File: config.mk
export PLATFORM = sky130hd
export DESIGN_NAME = bmp_stream_decoder
export DESIGN_NICKNAME = d
export VERILOG_FILES = /design/src/rtl/bsd_pkg.sv /design/src/rtl/bsd_hdr_chk.sv /design/src/rtl/bmp_stream_decoder.sv
export VERILOG_INCLUDE_DIRS = /design/src /design/src/rtl
export SDC_FILE = /design/constraint.sdc
export NUM_CORES = 1
export LEC_CHECK = 0
export BUFFER_PORTS_ARGS = -buffer_cell sky130_fd_sc_hd__buf_2
export CORE_MARGIN = 2
export CORE_UTILIZATION = 59
export CTS_BUF_LIST = sky130_fd_sc_hd__clkbuf_8
export DETAILED_ROUTE_END_ITERATION = 12
export PLACE_DENSITY = 0.79
export SETUP_SLACK_MARGIN = 0.1
export SYNTH_ARGS = -nofsm -noshare
export SYNTH_HDL_FRONTEND = slang
export SYNTH_HIERARCHICAL = 1
export SYNTH_SLANG_ARGS = --single-unit
File: constraint.sdc
create_clock -name i_clk -period 11.14 [get_ports i_clk]
set_input_delay 2.228 -clock i_clk [delete_from_list [all_inputs] [get_ports i_clk]]
set_output_delay 2.228 -clock i_clk [all_outputs]
set_load 0.01 [all_outputs]
File: src/rtl/bmp_stream_decoder_assert.svh
// Assertion macros shared by the decoder RTL.
// Both sample on i_clk and stay quiet while i_rst_n is low.
`ifndef BMP_STREAM_DECODER_ASSERT_SVH
`define BMP_STREAM_DECODER_ASSERT_SVH

// Consequent must hold in the same cycle as the antecedent.
`define BSD_ASSERT_NOW(label, ante, cons) \
    label: assert property (@(posedge i_clk) disable iff (!i_rst_n) (ante) |-> (cons)) \
        else $error("bmp_stream_decoder: same-cycle check failed");

// Consequent must hold in the cycle after the antecedent.
`define BSD_ASSERT_NEXT(label, ante, cons) \
    label: assert property (@(posedge i_clk) disable iff (!i_rst_n) (ante) |=> (cons)) \
        else $error("bmp_stream_decoder: next-cycle check failed");

`endif

File: src/rtl/bsd_pkg.sv
`timescale 1ns / 1ps

package bsd_pkg;

    localparam int ADDR_W = 26;
    localparam int DIM_W  = 13;

    // result kinds
    localparam logic [1:0] KIND_INFO  = 2'd0;
    localparam logic [1:0] KIND_PIXEL = 2'd1;
    localparam logic [1:0] KIND_ERROR = 2'd2;

    // error codes
    localparam logic [3:0] ERR_SIGNATURE = 4'd0;
    localparam logic [3:0] ERR_DIB_SMALL = 4'd1;
    localparam logic [3:0] ERR_PLANES    = 4'd2;
    localparam logic [3:0] ERR_DIMS      = 4'd3;
    localparam logic [3:0] ERR_COMPRESS  = 4'd4;
    localparam logic [3:0] ERR_DEPTH     = 4'd5;
    localparam logic [3:0] ERR_OFFSET    = 4'd6;
    localparam logic [3:0] ERR_TOO_BIG   = 4'd7;
    localparam logic [3:0] ERR_TRUNCATED = 4'd8;

    localparam logic [15:0] BMP_SIGNATURE = 16'h4d42;
    localparam logic [31:0] DIB_MIN_SIZE  = 32'd40;
    localparam logic [31:0] HDR_SIZE      = 32'd54;
    localparam logic [15:0] BPP_24        = 16'd24;
    localparam logic [15:0] BPP_8         = 16'd8;
    localparam logic [1:0]  CHAN_BGR      = 2'd3;
    localparam logic [1:0]  CHAN_GRAY     = 2'd1;

    // header byte positions where checks fire
    localparam logic [5:0] POS_SIG_DONE    = 6'd1;
    localparam logic [5:0] POS_DIB_DONE    = 6'd17;
    localparam logic [5:0] POS_PLANES_DONE = 6'd27;
    localparam logic [5:0] POS_HDR_LAST    = 6'd53;

    typedef struct packed {
        logic [7:0] stream_byte;
        logic       end_of_stream;
    } t_in_item;

    typedef struct packed {
        logic [1:0]        result_kind;
        logic [7:0]        pixel_byte;
        logic [ADDR_W-1:0] dest_address;
        logic [DIM_W-1:0]  frame_width;
        logic [DIM_W-1:0]  frame_height;
        logic [1:0]        channel_count;
        logic [3:0]        error_code;
        logic              last;
    } t_out_item;

    typedef struct packed {
        logic [15:0] signature;
        logic [31:0] data_offset;
        logic [31:0] info_size;
        logic [31:0] width;
        logic [31:0] height;
        logic [15:0] planes;
        logic [15:0] bpp;
        logic [31:0] compression;
    } t_hdr_fields;

    typedef struct packed {
        logic       fail;
        logic [3:0] code;
        logic       done;
    } t_hdr_verdict;

endpackage

File: src/rtl/bsd_hdr_chk.sv
`timescale 1ns / 1ps

module bsd_hdr_chk #(
    parameter int MAX_WIDTH  = 4096,
    parameter int MAX_HEIGHT = 4096
) (
    input  bsd_pkg::t_hdr_fields  i_fields,
    input  logic [5:0]            i_hdr_pos,
    output bsd_pkg::t_hdr_verdict o_verdict
);

    logic [31:0] height_mag;

    always_comb begin
        height_mag = i_fields.height[31] ? (32'd0 - i_fields.height) : i_fields.height;
        o_verdict = '0;
        if (i_hdr_pos == bsd_pkg::POS_SIG_DONE) begin
            if (i_fields.signature != bsd_pkg::BMP_SIGNATURE) begin
                o_verdict.fail = 1'b1;
                o_verdict.code = bsd_pkg::ERR_SIGNATURE;
            end
        end else if (i_hdr_pos == bsd_pkg::POS_DIB_DONE) begin
            if (i_fields.info_size < bsd_pkg::DIB_MIN_SIZE) begin
                o_verdict.fail = 1'b1;
                o_verdict.code = bsd_pkg::ERR_DIB_SMALL;
            end
        end else if (i_hdr_pos == bsd_pkg::POS_PLANES_DONE) begin
            if (i_fields.planes != 16'd1) begin
                o_verdict.fail = 1'b1;
                o_verdict.code = bsd_pkg::ERR_PLANES;
            end
        end else if (i_hdr_pos == bsd_pkg::POS_HDR_LAST) begin
            // priority follows the order the fields are judged
            o_verdict.fail = 1'b1;
            if (i_fields.width[31] || i_fields.width == 32'd0 || i_fields.height == 32'd0) begin
                o_verdict.code = bsd_pkg::ERR_DIMS;
            end else if (i_fields.compression != 32'd0) begin
                o_verdict.code = bsd_pkg::ERR_COMPRESS;
            end else if (i_fields.bpp != bsd_pkg::BPP_24 && i_fields.bpp != bsd_pkg::BPP_8) begin
                o_verdict.code = bsd_pkg::ERR_DEPTH;
            end else if (i_fields.width > 32'(MAX_WIDTH) || height_mag > 32'(MAX_HEIGHT)) begin
                o_verdict.code = bsd_pkg::ERR_TOO_BIG;
            end else if (i_fields.data_offset < bsd_pkg::HDR_SIZE) begin
                o_verdict.code = bsd_pkg::ERR_OFFSET;
            end else begin
                o_verdict.fail = 1'b0;
                o_verdict.done = 1'b1;
            end
        end
    end

endmodule

File: src/rtl/bmp_stream_decoder.sv
`timescale 1ns / 1ps

// Uncompressed BMP decoder, one file byte per input item.
// Input channel: i_in_valid / o_in_ready, payload i_in_data (stream_byte,
// end_of_stream). Output channel: o_out_valid / i_out_ready, payload
// o_out_data. Each accepted item yields at most one result: frame info
// after the 54-byte header, one pixel item per pixel byte (padding and the
// gap before the pixel offset give nothing), or an error.
// Latency: a result is visible the cycle after its item is accepted.
// Throughput: one item per cycle unless stalled; each byte crosses one layer
// of parse logic between the input handshake and the single result register.
// The row base for bottom-up files comes from a registered multiplier that
// settles during the header bytes, so it never holds back the info result.
// When the receiver stalls, the result register holds and o_in_ready drops
// until it is taken; with the register empty or draining, items flow on.
// After an error, bytes are dropped until an end marker. An end marker
// rearms the parser; it reports truncation if the frame was not complete.
// Reset (synchronous, active low) empties the result register and returns
// the parser to the header state; no clearing pass is needed.
module bmp_stream_decoder #(
    parameter int MAX_WIDTH  = 4096,
    parameter int MAX_HEIGHT = 4096
) (
    input  logic               i_clk,
    input  logic               i_rst_n,
    input  logic               i_in_valid,
    output logic               o_in_ready,
    input  bsd_pkg::t_in_item  i_in_data,
    output logic               o_out_valid,
    input  logic               i_out_ready,
    output bsd_pkg::t_out_item o_out_data
);

    localparam int HW = $clog2(MAX_HEIGHT + 1);
    localparam int CW = $clog2(3 * MAX_WIDTH + 4);
    localparam int WW = $clog2(MAX_WIDTH + 1);
    localparam int PW = HW + CW;
    localparam int AW = bsd_pkg::ADDR_W;

    localparam logic [2:0] PH_HEADER = 3'd0;
    localparam logic [2:0] PH_SKIP   = 3'd1;
    localparam logic [2:0] PH_PIXELS = 3'd2;
    localparam logic [2:0] PH_DONE   = 3'd3;
    localparam logic [2:0] PH_ERROR  = 3'd4;

    logic [2:0]            r_phase, n_phase;
    logic [31:0]           r_pos, n_pos;
    bsd_pkg::t_hdr_fields  r_fields, n_fields, m_fields;
    logic [HW-1:0]         r_abs_h;
    logic [CW-1:0]         r_row_bytes;
    logic [CW-1:0]         r_stride;
    logic [AW-1:0]         r_flip_base;
    logic [HW-1:0]         r_row, n_row;
    logic [CW-1:0]         r_col, n_col;
    logic [AW-1:0]         r_row_start, n_row_start;
    logic                  r_out_valid, n_out_valid;
    bsd_pkg::t_out_item    r_out, n_out;

    bsd_pkg::t_hdr_verdict verdict;
    logic                  load;
    logic                  emit;
    logic [5:0]            hdr_pos;
    logic [5:0]            lane_off;
    logic [31:0]           abs32;
    logic                  is_bgr;
    logic [WW-1:0]         width_lo;
    logic [CW-1:0]         rb_calc;
    logic [PW-1:0]         flip_prod;
    logic                  pix_go;
    logic [CW:0]           col_nx;
    logic [HW:0]           row_nx;

    assign o_in_ready  = !r_out_valid || i_out_ready;
    assign load        = i_in_valid && o_in_ready;
    assign o_out_valid = r_out_valid;
    assign o_out_data  = r_out;
    assign hdr_pos     = r_pos[5:0];

    // derived frame geometry, settled long before the last header byte
    always_comb begin
        abs32     = r_fields.height[31] ? (32'd0 - r_fields.height) : r_fields.height;
        is_bgr    = r_fields.bpp == bsd_pkg::BPP_24;
        width_lo  = r_fields.width[WW-1:0];
        rb_calc   = is_bgr ? (CW'(width_lo) + CW'({width_lo, 1'b0})) : CW'(width_lo);
        flip_prod = PW'(r_abs_h - 1'b1) * PW'(r_row_bytes);
    end

    // place the incoming byte into its little-endian header field
    always_comb begin
        m_fields = r_fields;
        lane_off = 6'd0;
        if (hdr_pos < 6'd2) begin
            m_fields.signature[{hdr_pos[0], 3'b000} +: 8] = i_in_data.stream_byte;
        end else if (hdr_pos >= 6'd10 && hdr_pos < 6'd14) begin
            lane_off = hdr_pos - 6'd10;
            m_fields.data_offset[{lane_off[1:0], 3'b000} +: 8] = i_in_data.stream_byte;
        end else if (hdr_pos >= 6'd14 && hdr_pos < 6'd18) begin
            lane_off = hdr_pos - 6'd14;
            m_fields.info_size[{lane_off[1:0], 3'b000} +: 8] = i_in_data.stream_byte;
        end else if (hdr_pos >= 6'd18 && hdr_pos < 6'd22) begin
            lane_off = hdr_pos - 6'd18;
            m_fields.width[{lane_off[1:0], 3'b000} +: 8] = i_in_data.stream_byte;
        end else if (hdr_pos >= 6'd22 && hdr_pos < 6'd26) begin
            lane_off = hdr_pos - 6'd22;
            m_fields.height[{lane_off[1:0], 3'b000} +: 8] = i_in_data.stream_byte;
        end else if (hdr_pos >= 6'd26 && hdr_pos < 6'd28) begin
            lane_off = hdr_pos - 6'd26;
            m_fields.planes[{lane_off[0], 3'b000} +: 8] = i_in_data.stream_byte;
        end else if (hdr_pos >= 6'd28 && hdr_pos < 6'd30) begin
            lane_off = hdr_pos - 6'd28;
            m_fields.bpp[{lane_off[0], 3'b000} +: 8] = i_in_data.stream_byte;
        end else if (hdr_pos >= 6'd30 && hdr_pos < 6'd34) begin
            lane_off = hdr_pos - 6'd30;
            m_fields.compression[{lane_off[1:0], 3'b000} +: 8] = i_in_data.stream_byte;
        end
    end

    bsd_hdr_chk #(
        .MAX_WIDTH  (MAX_WIDTH),
        .MAX_HEIGHT (MAX_HEIGHT)
    ) u_hdr_chk (
        .i_fields  (m_fields),
        .i_hdr_pos (hdr_pos),
        .o_verdict (verdict)
    );

    always_comb begin
        n_phase     = r_phase;
        n_pos       = r_pos;
        n_fields    = r_fields;
        n_row       = r_row;
        n_col       = r_col;
        n_row_start = r_row_start;
        emit        = 1'b0;
        n_out       = '0;
        pix_go      = (r_phase == PH_PIXELS) ||
                      (r_phase == PH_SKIP && r_pos >= r_fields.data_offset);
        col_nx      = {1'b0, r_col} + 1'b1;
        row_nx      = {1'b0, r_row} + 1'b1;

        if (i_in_data.end_of_stream) begin
            n_phase     = PH_HEADER;
            n_pos       = '0;
            n_row       = '0;
            n_col       = '0;
            n_row_start = '0;
            if (r_phase != PH_DONE && r_phase != PH_ERROR) begin
                emit              = 1'b1;
                n_out.result_kind = bsd_pkg::KIND_ERROR;
                n_out.error_code  = bsd_pkg::ERR_TRUNCATED;
            end
        end else begin
            if (r_pos != '1) begin
                n_pos = r_pos + 32'd1;
            end
            if (r_phase == PH_HEADER) begin
                n_fields = m_fields;
                if (verdict.fail) begin
                    n_phase           = PH_ERROR;
                    emit              = 1'b1;
                    n_out.result_kind = bsd_pkg::KIND_ERROR;
                    n_out.error_code  = verdict.code;
                end else if (verdict.done) begin
                    n_phase             = PH_SKIP;
                    n_row               = '0;
                    n_col               = '0;
                    n_row_start         = r_fields.height[31] ? '0 : r_flip_base;
                    emit                = 1'b1;
                    n_out.result_kind   = bsd_pkg::KIND_INFO;
                    n_out.frame_width   = r_fields.width[bsd_pkg::DIM_W-1:0];
                    n_out.frame_height  = abs32[bsd_pkg::DIM_W-1:0];
                    n_out.channel_count = is_bgr ? bsd_pkg::CHAN_BGR : bsd_pkg::CHAN_GRAY;
                end
            end else if (pix_go) begin
                n_phase = PH_PIXELS;
                if (r_col < r_row_bytes) begin
                    emit               = 1'b1;
                    n_out.result_kind  = bsd_pkg::KIND_PIXEL;
                    n_out.pixel_byte   = i_in_data.stream_byte;
                    n_out.dest_address = r_row_start + AW'(r_col);
                    n_out.last         = (row_nx == {1'b0, r_abs_h}) &&
                                         (col_nx == {1'b0, r_row_bytes});
                end
                // drop padding, then advance to the next row
                if (col_nx >= {1'b0, r_stride}) begin
                    n_col = '0;
                    n_row = row_nx[HW-1:0];
                    if (r_fields.height[31]) begin
                        n_row_start = r_row_start + AW'(r_row_bytes);
                    end else begin
                        n_row_start = r_row_start - AW'(r_row_bytes);
                    end
                    if (row_nx >= {1'b0, r_abs_h}) begin
                        n_phase = PH_DONE;
                    end
                end else begin
                    n_col = col_nx[CW-1:0];
                end
            end
        end

        if (load) begin
            n_out_valid = emit;
        end else if (i_out_ready) begin
            n_out_valid = 1'b0;
        end else begin
            n_out_valid = r_out_valid;
        end
    end

    always_ff @(posedge i_clk) begin
        if (!i_rst_n) begin
            r_phase     <= PH_HEADER;
            r_pos       <= '0;
            r_out_valid <= 1'b0;
        end else begin
            r_out_valid <= n_out_valid;
            if (load) begin
                r_phase <= n_phase;
                r_pos   <= n_pos;
            end
        end
    end

    always_ff @(posedge i_clk) begin
        r_abs_h     <= abs32[HW-1:0];
        r_row_bytes <= rb_calc;
        r_stride    <= (rb_calc + CW'(3)) & ~CW'(3);
        r_flip_base <= AW'(flip_prod);
        if (load) begin
            r_fields    <= n_fields;
            r_row       <= n_row;
            r_col       <= n_col;
            r_row_start <= n_row_start;
            if (emit) begin
                r_out <= n_out;
            end
        end
    end

`include "bmp_stream_decoder_assert.svh"

    `BSD_ASSERT_NEXT(a_eos_rearms, load && i_in_data.end_of_stream, r_phase == PH_HEADER && r_pos == 32'd0)
    `BSD_ASSERT_NEXT(a_fail_enters_error, load && !i_in_data.end_of_stream && r_phase == PH_HEADER && verdict.fail, r_phase == PH_ERROR && r_out_valid && r_out.result_kind == bsd_pkg::KIND_ERROR)
    `BSD_ASSERT_NOW(a_last_only_pixel, r_out_valid && r_out.last, r_out.result_kind == bsd_pkg::KIND_PIXEL)
    `BSD_ASSERT_NOW(a_col_in_stride, r_phase == PH_PIXELS, r_col < r_stride)

endmodule

Word level (Yosys, flattened, before mapping)
Index checks and enable logic that the tools add are counted.

operators by class
  muxes and demuxes = 97
  bitwise operators = 5
  shift operators = 16
  add/sub/neg operators = 26
  $lt $le $gt $ge = 23
  multipliers = 1
  equality and inequality tests = 19
  reductions and logical operators = 34

operators by type and width
  kind                      count
  $mux W32                  9
  $mux W192                 1
  $mux W26                  7
  $bwmux W32                5
  $mux W160                 1
  $shift A8 B7 Y32 const A  5
  $shiftx A8 B7 Y32         5
  $mux W128                 1
  $mux W96                  1
  $mux W14                  6
  $mux W13                  6
  $mux W35                  2
  $gt A32 B13 Y1 const B    2
  $logic_not A32 Y1         2
  $lt A32 B6 Y1 const B     2
  $mux W64                  1
  $add A26 B14 Y26          2
  $bwmux W16                3
  $mux W16                  3
  $mux W48                  1
  $shift A8 B6 Y16 const A  3
  $shiftx A8 B6 Y16         3
  $neg A5 Y7                5
  $add A32 B1 Y32 const B   1
  57 further kinds          144

word-level totals
  input port bits = 13
  register bits after elaboration = 431
  word-level logic and storage cells = 247

Logic depth before layout (Yosys ltp)
Gate-level depths: netlist of the first run.

  depth after elaboration = 29
  mapped depth = 29

Modules after synthesis
Netlist of the first run, hierarchy kept.

by module, submodules not included
  module              instances  cells each  sequential area each (um2)  area an instance (um2)
  bmp_stream_decoder  1          2,864       11,931.4                    28,853.9
  bsd_hdr_chk         1          284         0.0                         1,749.2

Least setup slack after synthesis of the first run
No wires, ideal clock.

  path type = in2reg
  start = input port i_out_ready
  end = register r_fields[0] in the netlist's numbering, enable pin
  arrival = 11.242 ns
  path buffers = 0
  setup time = 0.780 ns
  stages = 3
  path slack = -0.882 ns
  data required time = 10.360 ns
  path through = nand2b_1 nand2_1 nor2_1

on the way
  cells in the longest elaborated chain, start to end = 3

RTL lines
  element                             line                       source
  start: declaration                  bmp_stream_decoder.sv:30   input logic i_out_ready,
  $logic_or A1 B1 Y1                  bmp_stream_decoder.sv:73   assign o_in_ready = !r_out_valid || i_out_ready;
  $logic_and A1 B1 Y1                 bmp_stream_decoder.sv:74   assign load = i_in_valid && o_in_ready;
  $reduce_and A3 Y1 (no source line)  --
  end signal: assignment              bmp_stream_decoder.sv:231  r_fields <= n_fields;
  end: declaration                    bmp_stream_decoder.sv:48   bsd_pkg::t_hdr_fields r_fields, n_fields, m_fields;

No other way between the ends.
A chain may end at the register's enable or synchronous reset.

==> flow_summary_export.csv, run 1 <==
group,metric,value,unit
finish,final_cells,3967,
job,cap_violations,0,
detailed_routing,drcViolationCount,0,
sta,rsz0062_at_grt,"no",
worst_setup_path,cp-end-kind,"flop",
worst_setup_path,cp_data_arrival_time,8.38,ns
grt,grt_max_degree,206,
floorplanning,fp.dieArea,53500,sq um
clock_network,cts_tree,"yes",
synthesis,ys_warn_count,6,
power,switchingPower,4.46,mW
clock_network,cts.sinks,428,
floorplanning,fp.dieW,231,um
clock_network,path_clk_slew,0.07,ns
clock_network,insertion_delay,0.68,ns
sta,maxSlewHeadroom,0.144,
worst_setup_path,ff2ff_setup_slack,3.09,ns
floorplanning,die_h,231,um
power,fin_total_pwr,10.0,mW
synthesis,synth_cells,3142,
sta,hold_viol_final,0,
power,internal_power,5.54,mW
clock_network,hold_buffers,0,
synthesis,syn_area,30500,sq um
detailed_routing,route.antenna.remaining_nets,0,
sta,drv_slew,0,
clock_network,root_buffer,"clkbuf_8",
sta,period_share,0.726,
grt,grt_usage,0.323,
grt,grt_overflow,0,
clock_network,cts-resized-gates,0,
detailed_routing,via_per_inst,6.19,
detailed_routing,drtIter0Drc,2642,
floorplanning,rows,83,
synthesis,avgSynthCellArea,9.70,sq um
floorplanning,initial_core_util,0.595,
power,combPwrFrac,0.643,
detailed_routing,finalWirelength,86100,um
power,switching_share,0.446,
floorplanning,core,51200,sq um
power,peakVddDrop,0.537,mV
finish,nNetsFinal,3614,
place,place_congestion,0.958,
worst_setup_path,crit_path_frequent_cell,"nor2_1",
worst_setup_path,cp_top_family,"simple AND/OR/NAND/NOR gates",
worst_setup_path,crit_fanout,38,
worst_setup_path,required,11.43,ns
detailed_routing,wl_per_cell,21.7,um
sta,setup_viol,0,
worst_setup_path,crit_chain,"buf_2 -> nand2_1 -> o21ai_0 -> or4_1 -> nor2_1 -> nand4_1 -> a2111oi_0 -> o2111a_1 -> nand4_1 -> nor4_1 -> and3b_1 -> nor2_1 -> nor2_1 -> o21ai_0 -> and2_1 -> nor2_4 -> buf_4",
sta,fmax,124,MHz
power,seqPwrFrac,0.210,
grt,antenna_found_initial,3,
detailed_routing,dr_total_vias,24600,
grt,grt_pass1_vias,24500,
grt,grt_pass1_wl,135000,um
power,leakagePower,13.8,nW
finish,drive_gt1_frac,0.102,
floorplanning,ios,84,
clock_network,postCtsSetupBuffers,0,
sta,tightest_slew,1.25,ns
place,dp_hpwl,64700,um
worst_setup_path,crit_buf_inv,2,
power,clock_power_share,0.147,
worst_setup_path,path_class,"in2reg",
clock_network,cts_buffer_depth,3,
worst_setup_path,cpMaxStageDelayCell,"a2111oi_0",
detailed_routing,dr.pass1.iters,6,
synthesis,synth_nets,3525,
hold_path,min_path_type,"reg2reg",
sta,finalCriticalPeriod,8.09,ns
power,pwr_density_cell,302,nW/um^2
clock_network,numCtsBuffers,73,
finish,areaGrowthSynthToFinish,8.71,%
worst_setup_path,start_kind,"primary input",
worst_setup_path,max_stage_delay,1.12,ns
place,placedCellCount,3836,
sta,fin_setup_tns,0,ns
sta,fin_worst_skew,0.0400,ns
place,io_buffers,83,
clock_network,cts_max_level,3,
status,status,"finished, final reports clean",
stage by stage:
step	setup slack (ns)	util	instance area [sq um]	hold WS, ns
6_report	3.05	0.647	33100	0.494
5_1_grt	2.62	0.647	33100	0.530
4_1_cts	3.21	0.647	33100	0.488
3_5_place_dp	2.55	0.618	31600	0.496
3_3_place_gp	2.75	0.618	31600	0.469
2_1_floorplan	2.37	-	30500	0.385
layout by cell type, fill, tap and decap left out, types with 10 or more instances in the layout:
cell type and n:
clkinv_2 15, a31oi_1 20, nand2_1 385, or4_1 14
o21ai_0 221, nor2b_1 29, o21ai_1 14, clkbuf_8 80
and3_1 28, buf_4 38, ha_1 225, buf_2 83
a21o_1 42, xor2_1 67, nor4_1 48, o21bai_1 11
and2_1 89, nor3_1 60, mux2_2 64, clkinv_1 17
inv_1 304, nand4_1 50, a21oi_1 100, xnor2_1 123
or3_1 27, o31ai_1 11, nand3_1 70, fa_1 145
dfxtp_1 101, nor2_1 243, o211ai_1 10, a211oi_1 18
edfxtp_1 327, nand2b_1 29, o21a_1 21
power by group through the flow:
| stage | registers (mW) | logic (mW) | clock network, mW |
|---|---|---|---|
| after floorplan | 2.10 | 4.92 | 0 |
| after global placement | 2.13 | 6.10 | 0 |
| after detailed placement | 2.13 | 6.32 | 0 |
| after CTS | 2.10 | 6.38 | 1.49 |
| after global routing | 2.12 | 7.18 | 1.55 |
| final | 2.10 | 6.43 | 1.47 |
metal layers:
metal | GRT usage | wire, um
met1 | 0.412 | 34100
met2 | 0.540 | 41100
met3 | 0.0514 | 7050
met4 | 0.150 | 3850
met5 | 0 | 13
path summary, 6_finish.rpt:
kind | startpoint | to | cells after the start
setup / recovery | i_in_data[8] | o_out_data[62] | 17
hold / removal | r_flip_base[1] | r_row_start[1] | 1
setup reg to reg | r_pos[1] | o_out_data[62] | 21
hold reg to reg | r_flip_base[1] | r_row_start[1] | 1
final cells by class:
| class | instances | area (sq um) |
|---|---|---|
| fillers | 4078 | 18100 |
| inverters | 303 | 1140 |
| repair buffers | 122 | 721 |
| diodes | 1 | 2.50 |
| multi-input cells | 2303 | 17100 |
| clock inverters | 50 | 380 |
| well taps | 680 | 851 |
| clock buffers | 80 | 1100 |
| flip-flops and latches | 428 | 11800 |
flip-flops by register name, summed over array words and instances (netlist names):
name and flops:
r_abs_h 13, r_phase 3, r_row_bytes 14, r_flip_base 26, o_out_valid 1, r_col 14, o_out_data 69, r_pos 32
r_row_start 26, r_stride 12, r_row 13, r_fields 205
Note: power is estimated with default switching activity, not from simulation.
==> run 2, diff against run 1 <==
Settings changed: ABC_AREA set to 1, CORE_UTILIZATION 59 to 60, PLACE_DENSITY 0.79 to 0.77.
Clock period 11.14 ns to 8.21 ns, I/O delays scaled along.
==> flow_summary_export.csv, run 2 <==
group,metric,value,unit
detailed_routing,dr_total_vias,26900,
floorplanning,fp.dieW,235,um
grt,grt_overflow,0,
finish,largest_reg_flops,205,
power,pwr_density_cell,291,nW/um^2
clock_network,cts.sinks,428,
finish,final_core_util,0.658,
clock_network,root_buffer,"clkbuf_8",
hold_path,min_path_type,"reg2reg",
worst_setup_path,cp-end-kind,"flop",
grt,antenna_found_initial,1,
synthesis,syn_area,31900,sq um
sta,maxSlewHeadroom,0.184,
sta,fin_setup_tns,0,ns
clock_network,cts-resized-gates,0,
detailed_routing,via_per_inst,5.72,
clock_network,numCtsBuffers,76,
worst_setup_path,max_stage_delay,0.74,ns
clock_network,cts_buffer_depth,3,
worst_setup_path,r2r_start,"r_abs_h[0]",
place,place_area,33000,sq um
synthesis,ys_warn_count,6,
floorplanning,core,52600,sq um
sta,fmax,135,MHz
worst_setup_path,cp_data_arrival_time,7.97,ns
clock_network,postCtsSetupBuffers,0,
floorplanning,ios,84,
hold_path,min_path_cells,0,
power,leakagePower,15.6,nW
sta,drv_slew,0,
floorplanning,fp.dieArea,55100,sq um
synthesis,synth_cells,3872,
clock_network,cts_max_level,3,
synthesis,synth_nets,4255,
sta,setup_viol,0,
detailed_routing,drtIter0Drc,2498,
job,cap_violations,0,
sta,hold_viol_final,0,
hold_path,worstHoldStart,"r_fields[96]",
detailed_routing,route.antenna.remaining_nets,0,
sta,rsz0062_at_grt,"no",
sta,period_share,0.899,
detailed_routing,drcViolationCount,0,
power,peakVddDrop,0.552,mV
synthesis,avgSynthCellArea,8.25,sq um
clock_network,cts_tree,"yes",
floorplanning,die_h,235,um
worst_setup_path,crit_path_frequent_cell,"fa_1",
worst_setup_path,r2r_end,"r_flip_base[22]",
worst_setup_path,required,8.80,ns
sta,finalCriticalPeriod,7.38,ns
clock_network,insertion_delay,0.71,ns
finish,final_cell_mix,"nand2_1, inv_1, nor2_1, edfxtp_1, o21ai_0",
worst_setup_path,crit_buf_inv,5,
floorplanning,initial_core_util,0.608,
finish,finalInstanceArea,34600,sq um
grt,grt_usage,0.304,
status,status,"finished, final reports clean",
worst_setup_path,ff2ff_setup_slack,0.83,ns
worst_setup_path,cpMaxStageDelayCell,"dfxtp_1",
finish,drive_gt1_frac,0.0875,
worst_setup_path,crit_fanout,16,
finish,nNetsFinal,4334,
sta,tightest_slew,1.22,ns
finish,areaGrowthSynthToFinish,8.28,%
clock_network,hold_buffers,0,
worst_setup_path,worst_r2r_path_depth,26,
finish,regMostFlops,"r_fields",
detailed_routing,dr.pass1.iters,6,
clock_network,path_clk_slew,0.07,ns
grt,grt_pass1_wl,134000,um
place,io_buffers,83,
worst_setup_path,start_kind,"flop",
hold_path,min_to,"r_row_bytes[0]",
sta,fin_worst_skew,0.0759,ns
grt,grt_max_degree,204,
sta,fin_hold_ws,0.479,ns
detailed_routing,wl_per_cell,18.1,um
floorplanning,rows,84,
finish,layout_commonest_cell,"nand2_1",
worst_setup_path,path_class,"reg2reg",
grt,grt_pass1_vias,25500,
place,dp_hpwl,64300,um
detailed_routing,finalWirelength,85100,um
place,place_congestion,0.981,
worst_setup_path,cp_top_family,"adder cells",
-- run 2: cell types whose count changed in the layout (fill, tap and decap cells not counted), moves of 36 or more --
cell	change
a21o_1	-36
a21oi_1	+81
and2_1	-86
inv_1	+288
mux2_2	-56
nand2_1	+403
nand3_1	+121
nor2_1	+169
o21ai_0	+37
xnor2_1	-94
-- run 2: worst reg2reg max path, stage by stage, from the launching register on --
cell and delay [ns]:
dfxtp_1 0.74, inv_1 0.23, ha_1 0.29, nand2_1 0.14, nor2_2 0.06, nand2_1 0.08
inv_2 0.05, nand3_1 0.05, and2_1 0.26, clkinv_1 0.31, nor2_1 0.22, fa_1 0.46
fa_1 0.52, fa_1 0.53, fa_1 0.52, fa_1 0.54, inv_1 0.05, fa_1 0.53
inv_1 0.04, ha_1 0.35, nand2_1 0.11, nor4_1 0.40, a21oi_1 0.18, o21ai_0 0.27
nand3_1 0.11, nand2_1 0.09, xor2_1 0.14
-- run 2: power breakdown --
group / switching, mW / internal (mW) / leakage [nW]
Combinational: 3.20 / 1.94 / 10.8
Clock: 0.963 / 1.15 / 0.916
Sequential: 0.145 / 2.66 / 3.93
Total: 4.31 / 5.75 / 15.6
-- run 2: final cells by class --
cell class | instances | area (sq um)
multi-input cells | 2750 | 17400
repair buffers | 101 | 576
inverters | 594 | 2230
diodes | 1 | 2.50
well taps | 688 | 861
clock inverters | 53 | 419
flip-flops and latches | 428 | 11800
clock buffers | 87 | 1200
fillers | 4439 | 18000
-- run 2: per-stage QoR --
stage / std cells / power [mW] / worst slack (ns)
finish: 4702 / 10.1 / 0.825
floorplan: 3872 / 6.73 / 0.602
CTS: 4701 / 10.1 / 0.909
detailed placement: 4561 / 7.93 / 0.954
global route: 4701 / 10.9 / 0.282
global placement: 4561 / 7.84 / 1.13
-- run 2: routing by layer --
metal / vias up / GRT usage / wire length, um
li1: 13000 / - / -
met1: 12500 / 0.383 / 34000
met2: 1092 / 0.509 / 40200
met3: 271 / 0.0545 / 6590
met4: 0 / 0.142 / 4300
met5: - / 0 / 0
-- run 2: worst max-delay path by stage --
stage               depth (start not counted)         endpoint  slack, ns          from
CTS                                        26  r_flip_base[22]       0.91    r_abs_h[0]
detailed placement                         26  r_flip_base[22]       0.95    r_abs_h[0]
global route                               26  r_flip_base[22]       0.28    r_abs_h[0]
global placement                           26  r_flip_base[22]       1.13    r_abs_h[0]
finish                                     26  r_flip_base[22]       0.83    r_abs_h[0]
floorplan                                   4      r_fields[0]       0.60  i_in_data[0]
